File: src/hdl/hgt_ram.sv
// generic single-port-write ram with registered read
module hgt_ram #(
	parameter int WIDTH = 8,
	parameter int DEPTH = 64
) (
	input  logic                     clk,
	input  logic                     we,
	input  logic [$clog2(DEPTH)-1:0] waddr,
	input  logic [WIDTH-1:0]         wdata,
	input  logic                     re,
	input  logic [$clog2(DEPTH)-1:0] raddr,
	output logic [WIDTH-1:0]         rdata
);

	logic [WIDTH-1:0] mem_q [DEPTH];

	always_ff @(posedge clk) begin
		if (we) begin
			mem_q[waddr] <= wdata;
		end
		if (re) begin
			rdata <= mem_q[raddr];
		end
	end

endmodule

File: config.mk
export PLATFORM = sky130hd
export DESIGN_NAME = hgt_ram
export DESIGN_NICKNAME = d
export VERILOG_FILES = /design/src/hdl/hgt_ram.sv
export SDC_FILE = /design/constraint.sdc
export NUM_CORES = 1
export LEC_CHECK = 0
export BUFFER_PORTS_ARGS = -buffer_cell sky130_fd_sc_hd__clkbuf_2
export CAP_MARGIN = 20
export CORE_MARGIN = 3
export CORE_UTILIZATION = 35
export DETAILED_ROUTE_END_ITERATION = 7
export GPL_TIMING_DRIVEN = 0
export REMOVE_ABC_BUFFERS = 1
export SLEW_MARGIN = 0
export SYNTH_ARGS = -nofsm -noshare
export SYNTH_HDL_FRONTEND = slang
export SYNTH_SLANG_ARGS = --single-unit
File: constraint.sdc
create_clock -name clk -period 2.8 [get_ports clk]
set_input_delay 0.56 -clock clk [delete_from_list [all_inputs] [get_ports clk]]
set_output_delay 0.56 -clock clk [all_outputs]
set_load 0.02 [all_outputs]
# Word-level counts from Yosys, hierarchy flattened

Memory sizes are Yosys's and may differ from the RTL's. A register that Yosys moved wholly into a read port is not among the register bits.
Index checks and enable logic that the tools add are counted.

Bits in registers: 0
Memory bits (writable): 512
Bits of input ports: 23
Output and inout bits: 8
Word-level logic and storage cells: 3
Memories: 1

Mux-type cells: 2

Memory list:

| name  | words | bits a word | read ports | clocked after Yosys merged registers in | write ports | RTL line | text |
|---|---|---|---|---|---|---|---|
| mem_q | 64    | 8           | 1          | 1                                       | 1           | 15       | `logic [WIDTH-1:0] mem_q [DEPTH];` |

Operator list:

| cell              | count |
|---|---|
| 1-bit two-way mux | 2 |

# Logic depth before layout (Yosys ltp)

Depth in word-level cells: 2
Mapped depth: 9
Mapped depth without buffers: 5

# Least setup slack after synthesis

No wires, ideal clock.

Path kind: input to register
From: input port raddr[1]
To: register rdata[3], read port of mem_q (data pin)
Setup time: 266 ps
Arrival time: 2100 ps
Data required time: 2534 ps
Slack: 434 ps
Stages: 7
Buffers on the path: 3
Path through: buf_4 > buf_2 > buf_2 > mux4_2 > mux4_2 > o21ai_1 > o41ai_1

RTL lines:

| what        | RTL line | text |
|---|---|---|
| from (decl) | 11       | `input logic [$clog2(DEPTH)-1:0] raddr,` |
| to (decl)   | 12       | `output logic [WIDTH-1:0] rdata` |

==> flow_summary.ini <==
[run_status]
status = finished, final reports clean

[clocking]
cts.sinks = 520
clk_pin_slew_ps = 60
cts_htree_levels = 2
tritoncts_clock_tree = done
longest_clk_path_bufs = 3
clk_latency_ps = 570
post-cts-setup-buffer-count = 0
cts_root_buffer = clkbuf_16
cts-buffers-inserted = 50

[global_route]
maximum_number_of_pins_on_one_net_before_global_route_repair = 60
first_global_vias = 9692
globalRoute.totalOverflow = 0
grt_pass1_wl_um = 66200
use_met2_pct = 23.3
grt.met3_usage_pct = 2.74
grt_antenna_before_repair = 2
gr-usage-all-layers_pct = 14.8
globalRoute.busiestLayer = met2
groute.layer.met1.usage_pct = 21.2

[layout]
nets = 1010
num_antenna_cells = 0
postLayoutCoreUtil_pct = 40.3
synthToLayoutAreaGrowth_pct = 13.2
num-fill-cells = 5014
layout.cell_area.non_filler_um2 = 22900
post_route_cells_drive_above_1_share_pct = 24.7

[floorplan]
num_rows = 87
ios = 31
coreArea_um2 = 56800
die_h_um = 247
initial_core_util_pct = 35.6
die-width_um = 247
floorplan.die_area_um2 = 60800

[sta]
clock.fmax_ghz = 0.374
fin_crit_sh_pct = 95.6
final-max-slew-violation-count = 0
setup_viol = 0
worstMarginPinSlew_ps = 1130
skew_ps = 15.3
finalHoldViolations = 0
finalCriticalPeriod_ps = 2680
relSlewSlack_pct = 24.9
rsz0062_at_grt = no

[synth]
synth.yosys.seq_area_share_pct = 77.1
synth_edf_count = 520
synth.ff_latch_count = 520
synth.avg_cell_area_um2 = 21.5
postSynth.topFlopCell = edfxtp_1
synth_area_leaders = edfxtp_1 77%, mux4_2 14%, nor2_1 1.5%
synth-warning-count = 0
mappedNetlistArea_um2 = 20200
async_reset_ff_share_pct = 0
syn_inst = 940
netlist.area_leader.share_pct = 77.1
synth_cell_types = 39
yosysTopAreaCell = edfxtp_1

[drt]
vias_per_cell = 5.28
dr_total_vias = 9406
dr.first_iter.drc_count = 903
routed_wire_length_um = 44200
route.detailed.drc = 0
first_pass_iters = 5
drt.antenna.violating_nets = 0
route.detailed.wl_per_inst_um = 24.8

[min_path]
worst_hold_path_type = in -> reg
hold_path_startpoint = re

[critical_path]
worstPathCellList = clkbuf_4 > buf_12 > nand2b_1 > a211oi_1 > nor4_2 > nor3_1 > o32ai_1
critical_path_arrival_ps = 2970
critPathRequiredTime_ps = 3090
crit_family = simple AND/OR/NAND/NOR gates
worstSetupEndpointType = flip-flop
critPathKind = in -> reg
cp-start-kind = input pin
worst_path_max_delay_cell = o32ai_1
critical_path_launch_point = raddr[3]
crit-reg2reg-launch = mem_q[21][6]
timing.critical_path.slowest_cell_delay_ps = 550
timing.critical_path.buf_inv = 2
worstPathMaxFanout = 24

[place]
postPlaceCellArea_um2 = 21300
place.port_buffers = 30
dp.final_hpwl_um = 26800
global_placer_s_final_weighted_congestion = 0.762

[pwr]
worst_ir_drop_vdd_mv = 0.347
totalPowerFinal_w = 0.0158
cellPowerDensity_nw_per_um2 = 690
power.static_leakage_nw = 7.00

[job]
drv_cap = 0
[layout by cell type (no fill, tap or decap), types with 3 or more instances in the layout]
cell        instances
a211oi_1            4
a21oi_1             3
a221oi_1            5
a22oi_1             3
buf_12              9
buf_16              4
bufinv_16           3
clkbuf_1            7
clkbuf_16          51
clkbuf_2           26
clkinv_1           19
clkinv_2            5
clkinvlp_4          3
edfxtp_1          520
mux2_2             13
mux2i_1            23
mux4_2            126
nand2_1            19
nand2b_1            7
nand3_1            13
nand3b_1            3
nor2_1             83
nor2b_1            14
nor3_1              7
o2111ai_1           3
o221ai_1            8
o22ai_1             8
o2bb2ai_1           3
[registers in the layout (all words and copies together) (netlist names)]
name and count:
rdata 8, mem_q 512
[power by group]
part	switching [W]	leakage (nW)	total, W	internal, W
clock	0.00275	0.733	0.00633	0.00358
combinational	0.000511	1.58	0.000830	0.000319
sequential	0.0000153	4.69	0.00865	0.00863
[cell families after synthesis]
kind of cell	after synthesis	share of synthesized area (%)
AND/OR/NAND/NOR	153	3.37
multiplexers	162	15.9
flip-flops	520	77.1
buffers and inverters	51	1.56
AO/OA/AOI/OAI	54	2.06
[repair_timing]
item | CTS | global route
gates cloned | 1 | 0
pin swaps | 0 | 0
endpoints found under the setup margin | 2 | 4
hold buffers | 0 | 0
resized for setup | 1 | 4
[layer usage]
metal,part of all wire (%),vias to the layer above
met2,48,308
met3,6.7,80
met5,0.047,-
li1,-,4036
met4,2.7,4
met1,43,4978
[path summary, 6_finish.rpt]
kind / to / slack [ps] / depth (start not counted)
hold reg to reg: rdata[1] / 970 / 4
setup reg to reg: rdata[6] / 480 / 5
hold / removal: rdata[7] / 430 / 1
setup / recovery: rdata[6] / 120 / 7
[stage by stage]
step	setup TNS, ps	worst slack [ps]	hold WS (ps)	instances
floorplan	0	739	659	889
global placement	-34010	-4440	953	1675
detailed placement	-4640	-808	966	1690
CTS	0	2.84	416	1780
global route	0	24.4	434	1780
finish	0	125	429	1780
[Yosys cell counts (all sizes together) (4+ instances only)]
cell and instances:
a221oi 6, nand3 13, nor2 83, o21ai 4, nand2 19, mux2i 23
nor3 7, mux4 126, clkbuf 17, mux2 13, edfxtp 520, buf 34
nor2b 14, nand2b 7, o22ai 8, o221ai 8, a211oi 4
[area by class of cell]
cell class | count | area, um2 | area share [%]
timing repair buffer | 46 | 508 | 2.22
multi-input combinational | 369 | 4340 | 18.9
clock buffer | 58 | 1300 | 5.68
sequential | 520 | 15600 | 68.1
clock inverter | 31 | 218 | 0.950
tap | 756 | 946 | 4.13
(Power assumes the default switching activity.)
