## src/hdl/hgt_pkg.sv

```systemverilog
// shared types and constants of the generation-checked handle table
package hgt_pkg;

	localparam int SLOT_COUNT   = 64;
	localparam int GEN_BITS     = 16;
	localparam int USE_BITS     = 8;
	localparam int PAYLOAD_BITS = 32;
	localparam int KIND_W       = 4;
	localparam int OP_W         = 3;
	localparam int STATUS_W     = 3;
	localparam int IDX_W        = $clog2(SLOT_COUNT);
	localparam int DEPTH_W      = $clog2(SLOT_COUNT + 1);
	localparam int IN_W         = 64;
	localparam int OUT_W        = 64;
	localparam int IN_PAD_W     = IN_W - (OP_W + IDX_W + GEN_BITS + KIND_W + PAYLOAD_BITS);
	localparam int OUT_PAD_W    = OUT_W - (2 + STATUS_W + IDX_W + GEN_BITS + PAYLOAD_BITS);

	typedef enum logic [OP_W-1:0] {
		OP_RESERVE      = 3'd0,
		OP_PUBLISH      = 3'd1,
		OP_ABANDON      = 3'd2,
		OP_RESOLVE      = 3'd3,
		OP_RELEASE      = 3'd4,
		OP_CLOSE_BEGIN  = 3'd5,
		OP_CLOSE_FINISH = 3'd6
	} op_t;

	typedef enum logic [2:0] {
		PH_FREE    = 3'd0,
		PH_OPENING = 3'd1,
		PH_LIVE    = 3'd2,
		PH_CLOSING = 3'd3,
		PH_RETIRED = 3'd4
	} phase_t;

	typedef enum logic [STATUS_W-1:0] {
		ST_OK     = 3'd0,
		ST_NOFREE = 3'd1,
		ST_STALE  = 3'd2,
		ST_OVER   = 3'd3,
		ST_UNDER  = 3'd4
	} status_t;

	typedef struct packed {
		phase_t                  phase;
		logic [GEN_BITS-1:0]     gen;
		logic [KIND_W-1:0]       kind;
		logic [PAYLOAD_BITS-1:0] payload;
		logic [USE_BITS-1:0]     uses;
		logic                    fin;
	} slot_ent_t;

	typedef struct packed {
		logic [GEN_BITS-1:0] gen;
		logic [IDX_W-1:0]    slot;
	} stk_ent_t;

	// input tdata layout, op in the lowest bits
	typedef struct packed {
		logic [IN_PAD_W-1:0]     pad;
		logic [PAYLOAD_BITS-1:0] payload;
		logic [KIND_W-1:0]       kind;
		logic [GEN_BITS-1:0]     hgen;
		logic [IDX_W-1:0]        idx;
		logic [OP_W-1:0]         op;
	} item_t;

	// output tdata layout, ok in the lowest bit
	typedef struct packed {
		logic [OUT_PAD_W-1:0]    pad;
		logic                    recycled;
		logic [PAYLOAD_BITS-1:0] payload;
		logic [GEN_BITS-1:0]     gen;
		logic [IDX_W-1:0]        slot;
		status_t                 status;
		logic                    ok;
	} res_t;

	// table and stack updates of one executed item
	typedef struct packed {
		logic                 slot_we;
		logic [IDX_W-1:0]     slot_waddr;
		slot_ent_t            slot_wdata;
		logic                 push;
		logic                 pop;
		logic [IDX_W-1:0]     stk_waddr;
		stk_ent_t             stk_wdata;
		logic [DEPTH_W-1:0]   depth_nxt;
	} upd_t;

endpackage

```

## src/hdl/hgt_exec.sv

```systemverilog
// execute logic: one operation against one slot entry and the stack top
module hgt_exec (
	input  hgt_pkg::item_t                  item,
	input  hgt_pkg::slot_ent_t              ent,
	input  hgt_pkg::stk_ent_t               top,
	input  logic [hgt_pkg::DEPTH_W-1:0]     depth,
	output hgt_pkg::res_t                   res,
	output hgt_pkg::upd_t                   upd
);
	import hgt_pkg::*;

	slot_ent_t rec_e;
	logic      rec_push;
	logic      id_match;
	logic      can_push;

	// recycled image of the addressed slot
	always_comb begin
		rec_e         = ent;
		rec_e.payload = '0;
		rec_e.fin     = 1'b0;
		rec_e.uses    = '0;
		rec_push      = 1'b0;
		if (ent.gen == {GEN_BITS{1'b1}}) begin
			rec_e.phase = PH_RETIRED;
		end else begin
			rec_e.gen   = ent.gen + GEN_BITS'(1);
			rec_e.phase = PH_FREE;
			rec_push    = 1'b1;
		end
	end

	assign id_match = (ent.phase == PH_LIVE) && (ent.gen == item.hgen) && (ent.kind == item.kind);
	assign can_push = depth < DEPTH_W'(SLOT_COUNT);

	always_comb begin
		res            = '0;
		res.status     = ST_STALE;
		res.slot       = item.idx;
		upd            = '0;
		upd.slot_waddr = item.idx;
		upd.slot_wdata = ent;
		upd.stk_waddr  = depth[IDX_W-1:0];
		upd.stk_wdata  = '{gen: rec_e.gen, slot: item.idx};
		upd.depth_nxt  = depth;
		case (item.op)
			OP_RESERVE: begin
				if (depth == '0) begin
					res.status = ST_NOFREE;
				end else begin
					upd.pop        = 1'b1;
					upd.depth_nxt  = depth - DEPTH_W'(1);
					upd.slot_we    = 1'b1;
					upd.slot_waddr = top.slot;
					upd.slot_wdata = '{phase: PH_OPENING, gen: top.gen, kind: item.kind,
						payload: '0, uses: '0, fin: 1'b0};
					res.ok         = 1'b1;
					res.status     = ST_OK;
					res.slot       = top.slot;
					res.gen        = top.gen;
				end
			end
			OP_PUBLISH: begin
				if (ent.phase == PH_OPENING) begin
					upd.slot_we            = 1'b1;
					upd.slot_wdata.payload = item.payload;
					upd.slot_wdata.phase   = PH_LIVE;
					res.ok                 = 1'b1;
					res.status             = ST_OK;
				end
			end
			OP_ABANDON: begin
				if (ent.phase == PH_OPENING) begin
					upd.slot_we    = 1'b1;
					upd.slot_wdata = rec_e;
					upd.push       = rec_push && can_push;
					res.ok         = 1'b1;
					res.status     = ST_OK;
					res.recycled   = 1'b1;
				end
			end
			OP_RESOLVE: begin
				if (id_match) begin
					if (ent.uses == {USE_BITS{1'b1}}) begin
						res.status = ST_OVER;
					end else begin
						upd.slot_we         = 1'b1;
						upd.slot_wdata.uses = ent.uses + USE_BITS'(1);
						res.payload         = ent.payload;
						res.ok              = 1'b1;
						res.status          = ST_OK;
					end
				end
			end
			OP_RELEASE: begin
				if (ent.phase == PH_LIVE || ent.phase == PH_CLOSING) begin
					if (ent.uses == '0) begin
						res.status = ST_UNDER;
					end else begin
						upd.slot_we         = 1'b1;
						upd.slot_wdata.uses = ent.uses - USE_BITS'(1);
						res.ok              = 1'b1;
						res.status          = ST_OK;
						// last use gone with a close waiting
						if (ent.fin && ent.uses == USE_BITS'(1)) begin
							upd.slot_wdata = rec_e;
							upd.push       = rec_push && can_push;
							res.recycled   = 1'b1;
						end
					end
				end
			end
			OP_CLOSE_BEGIN: begin
				if (id_match) begin
					upd.slot_we          = 1'b1;
					upd.slot_wdata.phase = PH_CLOSING;
					res.payload          = ent.payload;
					res.ok               = 1'b1;
					res.status           = ST_OK;
				end
			end
			OP_CLOSE_FINISH: begin
				if (ent.phase == PH_CLOSING) begin
					upd.slot_we        = 1'b1;
					upd.slot_wdata.fin = 1'b1;
					res.ok             = 1'b1;
					res.status         = ST_OK;
					if (ent.uses == '0) begin
						upd.slot_wdata = rec_e;
						upd.push       = rec_push && can_push;
						res.recycled   = 1'b1;
					end
				end
			end
			default: begin
				res.status = ST_STALE;
			end
		endcase
		if (upd.push) begin
			upd.depth_nxt = depth + DEPTH_W'(1);
		end
	end

endmodule

```

## config.mk

```make
export PLATFORM = sky130hd
export DESIGN_NAME = hgt_exec
export DESIGN_NICKNAME = d
export VERILOG_FILES = /design/src/hdl/hgt_pkg.sv /design/src/hdl/hgt_exec.sv
export SDC_FILE = /design/constraint.sdc
export NUM_CORES = 1
export LEC_CHECK = 0
export BUFFER_PORTS_ARGS = -buffer_cell sky130_fd_sc_hd__buf_2
export CAP_MARGIN = 10
export CELL_PAD_IN_SITES_DETAIL_PLACEMENT = 0
export CELL_PAD_IN_SITES_GLOBAL_PLACEMENT = 2
export CORE_MARGIN = 5
export CORE_UTILIZATION = 16
export DETAILED_ROUTE_END_ITERATION = 8
export GPL_TIMING_DRIVEN = 1
export PLACE_DENSITY = 0.88
export SLEW_MARGIN = 20
export SYNTH_ARGS = -nofsm -noshare
export SYNTH_HDL_FRONTEND = slang
export SYNTH_SLANG_ARGS = --single-unit
```

## constraint.sdc

```tcl
create_clock -name vclk -period 5.36
set_input_delay 1.34 -clock vclk [all_inputs]
set_output_delay 1.34 -clock vclk [all_outputs]
set_load 0.005 [all_outputs]
```

# [Word-level counts from Yosys, hierarchy flattened]
# Index checks and enable logic that the tools add are counted.
[classes] n_addsub=5 n_lt_le_gt_ge=1 n_eq_ne=14 muxes=57 n_reduce_logical=9
[op_table] operator="2-to-1 mux 65 bit" count=6
[op_table] operator="case mux 32 bit (5 select lines)" count=1
[op_table] operator="2-to-1 mux 32 bit" count=4
[op_table] operator="case mux 20 bit (4 select lines)" count=1
[op_table] operator="2-to-1 mux 71 bit" count=1
[op_table] operator="case mux 32 bit (2 select lines)" count=1
[op_table] operator="2-to-1 mux 22 bit" count=2
[op_table] operator="case mux 8 bit (5 select lines)" count=1
[op_table] operator="case mux 3 bit (6 select lines)" count=2
[op_table] operator="2-to-1 mux 3 bit" count=7
[op_table] operator="2-to-1 mux 7 bit" count=3
[op_table] operator="adder 16 x 1 -> 16 bit (second input constant)" count=1
[op_table] operator="== test 16 bit" count=1
[op_table] operator="== test 16 bit (second input constant)" count=1
[op_table] operator="2-to-1 mux 1 bit" count=16
[op_table] operator="2-to-1 mux 16 bit" count=1
[op_table] operator="2-to-1 mux 8 bit" count=2
[op_table] operator="== test 3 x 2 -> 1 bit (second input constant)" count=4
[op_table] operator="case mux 1 bit (6 select lines)" count=2
[op_table] operator="== test 3 bit (second input constant)" count=3
[op_table] operator="adder 8 x 1 -> 8 bit (second input constant)" count=1
[op_table] operator="== test 8 x 1 -> 1 bit (second input constant)" count=1
[op_table] operator="== test 8 bit (second input constant)" count=1
[op_table] operator="zero test 8 bit" count=1
[op_table] operator="16 further kinds" count=22
[totals] register_bits=0 inputBits=157 out_inout_bits=172 word_cells=86

# [Longest topological paths before layout]
# Gate-level depths: netlist of run 1.
[depth] word_depth=8 mapped_depth=10 mapped_depth_nobuf=8

# [Worst setup path before layout of run 1]
# No wires, ideal clock.
[synth_timing] path_type="input -> output" startpoint="input ent[2] (netlist name)" endpoint="output upd[93] (netlist name)" arrival_ns=3.309 required_ns=4.020 setup_slack_ns=0.711 cell_stages=9 path_buffers=2 cell_sequence="inv_1 > ha_1 > and4b_1 > nand3_2 > a32o_1 > or4_1 > buf_2 > buf_6 > a221o_1"
[synth_lines] element="start, declared" line_no="hgt_exec.sv:4" rtl="input hgt_pkg::slot_ent_t ent,"
[synth_lines] element="end, declared" line_no="hgt_exec.sv:8" rtl="output hgt_pkg::upd_t upd"

==> key figures, run 1 <==
STA
  – Fin Setup TNS: 0 ns
  – Setup ws final: roughly 0.21 ns
  – Fin. Hold Viols: 0
  – Relative slew slack: between 60% and 70%
  – Final min period: a little over 5 ns
  – Final Max Slew Viols: 0
  – RSZ-0062 raised after global routing: false
  – Final period utilization: between 90% and 100%
  – Slew @ Worst Pin: approximately 0.55 ns
  – Fmax achieved: 194.3 MHz
  – # setup viols final: 0

Layout
  – Multi-input logic area: 0.002879 mm²
  – FF/Latch Area: 0 µm²
  – Share of cells above drive strength 1: between 40% and 50%
  – Most frequent cells in the layout: buf_2 (321), and2_1 (45), nand2_1 (37)
  – Finished Layout Cells: 1,051
  – Fin nets: 947
  – Area Growth Syn to Fin: 55.59%
  – FILL cells: roughly 2,300
  – Final Util: 25.19%
  – Inserted Diodes: 0
  – Sequential cells: 0
  – Clkbuf count: 0
  – Commonest non-fill, non-tap cell in the layout: buf_2

Floorplan
  – Core Region: 0.02017 mm²
  – DIE HEIGHT: 152.9 µm
  – I/O pin count: approximately 330
  – Row Count: 52
  – Total die area: roughly 0.023 mm²
  – Chip width: 152.9 µm
  – Initial Util: between 10% and 20%

Yosys
  – Mux contribution to synthesized area: under 10%
  – Simple-gate portion of the synthesized area: 40.69%
  – Sequential-to-total area share from yosys stat: 0%
  – Syn Area/Cell: between 6 and 7 µm²
  – YS warnings: 0
  – Mapped Cells: 496
  – Post-synthesis compound-gate area fraction: between 30% and 40%
  – Share of the synthesized area in the top cell type: between 8 and 9%
  – Cell area after synthesis: around 0.0033 mm²
  – Cell taking the most area after synthesis: and2_1
  – Largest cells by area after synthesis: and2_1 (8.6%), a22o_1 (8.6%), xnor2_1 (5.6%)
  – Adder-cell share of the synthesized area: around 2.7%
  – Netlist cell types: 71
  – Main combinational cell family by area after synthesis: simple AND/OR/NAND/NOR gates
  – XOR/XNOR Fraction of Synth Area: under 10%

Critical path
  – Most numerous cell on the critical path: buf_2
  – Startpoint types: input port
  – Cell depth of the worst setup path: 9
  – Crit path max-delay cell type: or4_1
  – Max FO, Critical Path: 16
  – Largest stage delay on the critical path: ~0.55 ns
  – CP required: roughly 4 ns
  – CP Buf/Inv Count: 3
  – Critical Path, Cell by Cell: buf_2 -> nor4_4 -> nand3_1 -> a32o_1 -> or4_1 -> buf_12 -> a21o_1 -> a211o_1 -> buf_2
  – Worst endpoint data arrival time: 3.81 ns
  – Critical path class: in -> out
  – Delay-heaviest family, CP: simple AND/OR/NAND/NOR gates
  – Setup crit end kind: output pin
  – Crit path from: ent[5]

Clock tree
  – Post CTS Setup Buffer Count: 0
  – # hold bufs at CTS: 0
  – CTS resizes: 0

Detailed routing
  – Routed len/inst: approximately 19 µm
  – Total number of vias: approximately 5,000
  – Wirelength, routed: between 15 and 20 mm
  – Vias per cell: approximately 4.7
  – Remaining antenna violation count after routing: 0
  – Drt pass-1 iters: 5
  – DRC Markers: 0
  – DR iter-0 viols: roughly 220

Pwr
  – Tot Pwr: 0.3608 mW
  – Static Leak: about 2.6 nW
  – Power Density: slightly above 70 mW/mm²
  – Peak supply drop: roughly 25 µV

Global routing
  – Initial antenna violation count: 0
  – Global-route wire length before repair: 29.17 mm
  – Vias in the first global route: about 5,000
  – Largest net degree at the start of global routing: 34
  – Gr usage total: 15.49%
  – GRT Residual Overflow: 0

Min path
  – Hold path depth: 2
  – Start point of the worst hold path: item[6]
  – Worst hold path endpoint: upd[10]
  – HP Class: in -> out

Place
  – DP HPWL: ~17 mm
  – Pre-CTS setup slack: about 0.23 ns
  – Final Wtd Congestion: 0.8558
  – Placed insts: around 1,100
  – Port bufs: between 300 and 400

Outcome
  – Outcome: complete, no violations

Job
  – Max-cap viol count: 0
==> worst max-delay path by stage <==
| stage | endpoint | slack (ns) |
|---|---|---|
| finish | upd[86] | 0.21 |
| global route | upd[86] | 0.14 |
| CTS | upd[86] | 0.22 |
| detailed placement | upd[86] | 0.23 |
| global placement | upd[86] | 0.26 |
| floorplan | upd[93] | 0.71 |
==> logic make-up after synthesis <==
logic type / after synthesis
AND/OR/NAND/NOR: 230
AO/OA/AOI/OAI: 132
buffers and inverters: 80
XOR/XNOR: 34
multiplexers: 12
adder cells (fa/ha/maj): 7
other: 1
==> cell usage after synthesis (4+ instances only) <==
cell       n
and3_1     5
buf_2      7
and2_1    45
o311ai_0   5
ha_1       7
nor4b_1    5
o21ai_0   20
nor2_1    32
or3_1      9
buf_4     24
clkbuf_1  30
inv_1     18
nand3_1   17
a21oi_1   20
xor2_1    13
nor4_1     8
nor3_1    19
mux2_2    10
xnor2_1   21
a22o_1    32
o31ai_1    6
nand2_1   37
nand2b_1   5
a221o_1   11
nand4_1   11
or4_1      7
a31oi_1    5
nor2b_1    4
==> layout make-up <==
class	instances	area share [%]
Inverter	18	1.330
Multi-Input combinational cell	420	56.66
Timing Repair Buffer	343	35.36
Tap cell	270	6.649
==> stage by stage <==
step | area (µm²) | hold slack (ns)
2_1_floorplan | 3281 | 2.725
3_3_place_gp | 5081 | 2.860
3_5_place_dp | 5081 | 2.861
4_1_cts | 5081 | 2.862
5_1_grt | 5081 | 2.871
6_report | 5081 | 2.861
==> report_power, final <==
part,total [mW],switching [mW],internal [mW]
Clock,0,0,0
Combinational,0.361,0.192,0.168
Sequential,0,0,0
==> routing by layer <==
layer | up-vias | wire, µm | GRT usage (%)
met3 | 18 | 1636 | 2.375
met2 | 294 | 10360 | 30.58
li1 | 2411 | - | -
met5 | - | 0 | 0
met1 | 2257 | 7325 | 17.46
met4 | 0 | 445 | 3.097
Note: power is estimated with default switching activity, not from simulation.
==> inputs of run 2 (changes only) <==
--- a/config.mk
+++ b/config.mk
@@ -5,7 +5,7 @@
 export SDC_FILE = /design/constraint.sdc
 export NUM_CORES = 1
 export LEC_CHECK = 0
-export BUFFER_PORTS_ARGS = -buffer_cell sky130_fd_sc_hd__buf_2
+export BUFFER_PORTS_ARGS = -buffer_cell sky130_fd_sc_hd__clkbuf_2
 export CAP_MARGIN = 10
 export CELL_PAD_IN_SITES_DETAIL_PLACEMENT = 0
 export CELL_PAD_IN_SITES_GLOBAL_PLACEMENT = 2
==> run 2 against run 1 <==
Against the previous run: critical path depth shrank 1; combinational power is essentially flat; final area grew 0.84%; largest power group unchanged; first-iteration DRC count grew 15%; sequential cell count is the same; global-route usage is essentially flat; hold slack gained 0.0051 ns.
==> key figures, run 2 (synthesis gave the netlist of run 1 again) <==
Global routing
  – Largest net degree at the start of global routing: 34 (unchanged)
  – Global-route wire length before repair: 29.33 mm (+0.55%)
  – Vias in the first global route: 4,862 (-0.98%)
  – Gr usage total: 15.54% (+0.041 points)
  – Initial antenna violation count: 0 (unchanged)
  – GRT Residual Overflow: 0 (unchanged)

STA
  – Fmax achieved: 197.2 MHz (+1.5%)
  – # setup viols final: 0 (unchanged)
  – RSZ-0062 raised after global routing: false
  – Relative slew slack: 32.82% (-30 points)
  – Final Max Slew Viols: 0 (unchanged)
  – Fin Setup TNS: 0 ns (unchanged)
  – Setup ws final: 0.2890 ns (+0.07526 ns)
  – Final min period: 5.071 ns (-0.07526 ns)
  – Fin. Hold Viols: 0 (unchanged)
  – Final period utilization: 94.61% (-1.4 points)
  – Slew @ Worst Pin: 1.007 ns (+0.4530 ns)

Min path
  – HP Class: in -> out

Critical path
  – CP Buf/Inv Count: 2 (-1)
  – Startpoint types: input port
  – Critical path class: in -> out
  – Crit path max-delay cell type: or4_1
  – Largest stage delay on the critical path: 0.68 ns (+0.13 ns)
  – Setup crit end kind: output pin
  – Critical Path, Cell by Cell: clkbuf_2 -> xor2_1 -> nor4_1 -> nand4_1 -> or4_1 -> o2bb2ai_1 -> a221o_1 -> clkbuf_2
  – Worst endpoint data arrival time: 3.73 ns (-0.08 ns)
  – Most numerous cell on the critical path: clkbuf_2
  – Delay-heaviest family, CP: simple AND/OR/NAND/NOR gates
  – CP required: 4.02 ns (about the same)
  – Max FO, Critical Path: 7 (-9)

Detailed routing
  – Vias per cell: 4.694 (-0.94%)
  – Drt pass-1 iters: 5 (unchanged)
  – DR iter-0 viols: 254 (+15%)
  – Total number of vias: 4,952 (-0.56%)
  – Wirelength, routed: 19.55 mm (-1.1%)
  – Routed len/inst: 18.53 µm (-1.5%)
  – Remaining antenna violation count after routing: 0 (unchanged)
  – DRC Markers: 0 (unchanged)

Pwr
  – Peak supply drop: 24.42 µV (-1.3%)
  – Static Leak: 2.589 nW (+0.60%)
  – Power Density: 70.87 mW/mm² (-0.19%)

Place
  – Port bufs: 321 (unchanged)
  – DP HPWL: 17.26 mm (+0.11%)
  – Final Wtd Congestion: 0.8362 (-2.3%)
  – Pre-CTS setup slack: 0.2888 ns (+0.05401 ns)

Layout
  – Clkbuf count: 0 (unchanged)
  – FF/Latch Area: 0 µm² (unchanged)
  – Final Util: 25.40% (+0.21 points)
  – Area Growth Syn to Fin: 56.90%
  – Share of cells above drive strength 1: 47.52% (+0.27 points)
  – FILL cells: 2,248 (-2.8%)
  – Most frequent cells in the layout: clkbuf_2 (321), and2_1 (45), nand2_1 (37)
  – Inserted Diodes: 0 (unchanged)
  – Fin nets: 951 (+0.42%)
  – Multi-input logic area: 0.002879 mm² (unchanged)
  – Commonest non-fill, non-tap cell in the layout: clkbuf_2
  – Sequential cells: 0 (unchanged)

Floorplan
  – Row Count: 52 (unchanged)
  – Total die area: 0.02337 mm² (unchanged)
  – Initial Util: 16.19% (unchanged)
  – Core Region: 0.02017 mm² (unchanged)
  – Chip width: 152.9 µm (unchanged)
  – DIE HEIGHT: 152.9 µm (unchanged)
  – I/O pin count: 329 (unchanged)

Job
  – Max-cap viol count: 0 (unchanged)

Clock tree
  – CTS resizes: 0 (unchanged)
  – Post CTS Setup Buffer Count: 0 (unchanged)
  – # hold bufs at CTS: 0 (unchanged)

Outcome
  – Outcome: complete, no violations
-- run 2: cell count changes in the layout (fill, tap and decap cells not counted) --
cell / change
buf_12: +1
buf_2: -321
buf_4: +3
clkbuf_2: +321
-- run 2: worst paths after layout --
kind    start      end  slack [ns]  cells past startpoint
max   ent[58]  upd[39]        0.29                      8
min   item[6]  upd[10]        2.87                      2
-- run 2: power by group --
| part | switching [mW] | internal, mW |
|---|---|---|
| sequential | 0 | 0 |
| combinational | 0.193 | 0.170 |
| clock | 0 | 0 |
-- run 2: cell type report --
cell class,instances,share of cell area [%]
Multi-Input combinational cell,420,56.19
Tap cell,270,6.593
Inverter,18,1.319
Timing Repair Buffer,347,35.90
-- run 2: per-layer routing --
metal  track usage (%)  part of all wire, %
met1             17.51                   37
met2             31.23                   54
met3             2.545                  7.5
met4             1.697                  1.3
met5                 0                    0
-- run 2: per-stage QoR --
stage | instances | instance area (µm²) | total power, mW | hold slack (ns)
detailed placement | 1055 | 5124 | 0.3710 | 2.866
global placement | 1055 | 5124 | 0.3706 | 2.864
global route | 1055 | 5124 | 0.4017 | 2.877
floorplan | 500 | 3281 | 0.1748 | 2.725
CTS | 1055 | 5124 | 0.3732 | 2.867
finish | 1055 | 5124 | 0.3631 | 2.866
==> inputs of run 3 (changes only) <==
==> constraint.sdc (replaced) <==
create_clock -name vclk -period 5.05
set_input_delay 1.2625 -clock vclk [all_inputs]
set_output_delay 1.2625 -clock vclk [all_outputs]
set_load 0.005 [all_outputs]
==> run 3 against run 2 <==
Against the previous run: sequential share of layout area unchanged; non-clock buffer count increased by 6; combinational power rose by 6.6%; core utilization is 0.22 points higher; setup slack got worse by 0.13 ns; cell count grew 0.57%; hold slack got worse by 0.15 ns; global-route usage rose by 0.077 points; routed wire length increased by 0.47%; total power is 6.6% higher; largest cell class unchanged; highest routed layer unchanged.
==> key figures, run 3 (synthesis gave the netlist of run 1 again) <==
Outcome
  – Outcome: complete, no violations

STA
  – Fmax achieved: approximately 200 MHz
  – Final min period: just under 5 ns
  – Relative slew slack: 64.05% (+31 points)
  – Final Max Slew Viols: 0 (unchanged)
  – RSZ-0062 raised after global routing: false
  – Final period utilization: 96.77%
  – Fin. Hold Viols: 0 (unchanged)
  – Slew @ Worst Pin: 0.5352 ns (-0.4715 ns)
  – Setup ws final: 0.1631 ns (-0.1259 ns)
  – Fin Setup TNS: 0 ns (unchanged)
  – # setup viols final: 0 (unchanged)

Global routing
  – Vias in the first global route: 4,953 (+1.9%)
  – Initial antenna violation count: 0 (unchanged)
  – Gr usage total: 15.61% (+0.077 points)
  – Largest net degree at the start of global routing: 34 (unchanged)
  – Global-route wire length before repair: 29.33 mm (unchanged)
  – GRT Residual Overflow: 0 (unchanged)

Floorplan
  – Row Count: 52 (unchanged)
  – DIE HEIGHT: 152.9 µm (unchanged)
  – Core Region: 0.02017 mm² (unchanged)
  – Initial Util: 16.19% (unchanged)
  – Total die area: 0.02337 mm² (unchanged)
  – Chip width: 152.9 µm (unchanged)
  – I/O pin count: 329 (unchanged)

Layout
  – FF/Latch Area: 0 µm² (unchanged)
  – FILL cells: 2,294 (+2.0%)
  – Area Growth Syn to Fin: 58.28%
  – Clkbuf count: 0 (unchanged)
  – Commonest non-fill, non-tap cell in the layout: clkbuf_2
  – Most frequent cells in the layout: clkbuf_2 (321), and2_1 (45), nand2_1 (37)
  – Fin nets: 957 (+0.63%)
  – Finished Cell Area: 0.005169 mm² (+0.88%)
  – Sequential cells: 0 (unchanged)
  – Inserted Diodes: 0 (unchanged)
  – Share of cells above drive strength 1: 47.91% (+0.40 points)
  – Multi-input logic area: 0.002879 mm² (unchanged)

Job
  – Max-cap viol count: 0 (unchanged)

Critical path
  – Worst endpoint data arrival time: 3.62 ns (-0.11 ns)
  – Max FO, Critical Path: 16 (+9)
  – Critical path class: in -> out
  – Setup crit end kind: output pin
  – Startpoint types: input port
  – CP required: 3.79 ns (-0.23 ns)

Place
  – Pre-CTS setup slack: 0.1602 ns (-0.1285 ns)
  – Port bufs: 321 (unchanged)
  – Post-DP Area: 0.005169 mm² (+0.88%)
  – Final Wtd Congestion: 0.8791 (+5.1%)
  – DP HPWL: 17.45 mm (+1.1%)

Pwr
  – Power Density: 74.88 mW/mm² (+5.7%)
  – Static Leak: 2.618 nW (+1.1%)
  – Peak supply drop: 29.62 µV (+21%)

Min path
  – Start point of the worst hold path: item[6]
  – Worst hold path endpoint: upd[10]
  – Hold path depth: 2 (unchanged)
  – HP Class: in -> out

Detailed routing
  – Vias per cell: 4.727 (+0.70%)
  – Total number of vias: 5,015 (+1.3%)
  – Wirelength, routed: 19.64 mm (+0.47%)
  – Drt pass-1 iters: 4 (-1)
  – Remaining antenna violation count after routing: 0 (unchanged)
  – Routed len/inst: 18.51 µm (-0.10%)
  – DRC Markers: 0 (unchanged)
  – DR iter-0 viols: 248 (-2.4%)

Clock tree
  – CTS resizes: 0 (unchanged)
  – Post CTS Setup Buffer Count: 0 (unchanged)
  – # hold bufs at CTS: 0 (unchanged)
[run 3: worst max-delay path, cell delays in order]
cell and delay [ns]:
clkbuf_2 0.09, inv_1 0.09, ha_1 0.26, and4b_1 0.23
nand3_2 0.08, a32o_1 0.32, or4_1 0.55, buf_12 0.19
a21o_1 0.15, a211o_1 0.28, clkbuf_2 0.12
[run 3: worst max-delay path by stage]
stage                 from      end  slack [ns]  depth (start not counted)
global placement    ent[2]  upd[86]        0.16                         11
global route        ent[2]  upd[86]        0.02                         11
CTS                 ent[2]  upd[86]        0.15                         11
finish              ent[2]  upd[86]        0.16                         11
floorplan           ent[2]  upd[93]        0.56                          9
detailed placement  ent[2]  upd[86]        0.16                         11
[run 3: routing by layer]
| layer | routed length, µm | track usage, % |
|---|---|---|
| met5 | 0 | 0 |
| met4 | 391 | 2.630 |
| met1 | 7386 | 17.53 |
| met2 | 10450 | 31.13 |
| met3 | 1410 | 2.403 |
[run 3: per-stage QoR]
step	util [%]	total power, mW	std cells	hold WS [ns]
CTS	25.63	0.3971	1061	2.713
finish	25.63	0.3870	1061	2.711
floorplan	-	0.1856	500	2.570
global placement	25.63	0.3950	1061	2.710
global route	25.63	0.4283	1061	2.725
detailed placement	25.63	0.3947	1061	2.712
[run 3: power by group]
group	leakage [nW]	switching, mW	internal [mW]
Combinational	2.62	0.206	0.181
Sequential	0	0	0
Clock	0	0	0
[run 3: final cells by class]
| type | instances | share of cell area [%] |
|---|---|---|
| timing repair buffer | 353 | 36.46 |
| inverter | 18 | 1.307 |
| multi-input combinational | 420 | 55.70 |
| tap | 270 | 6.536 |
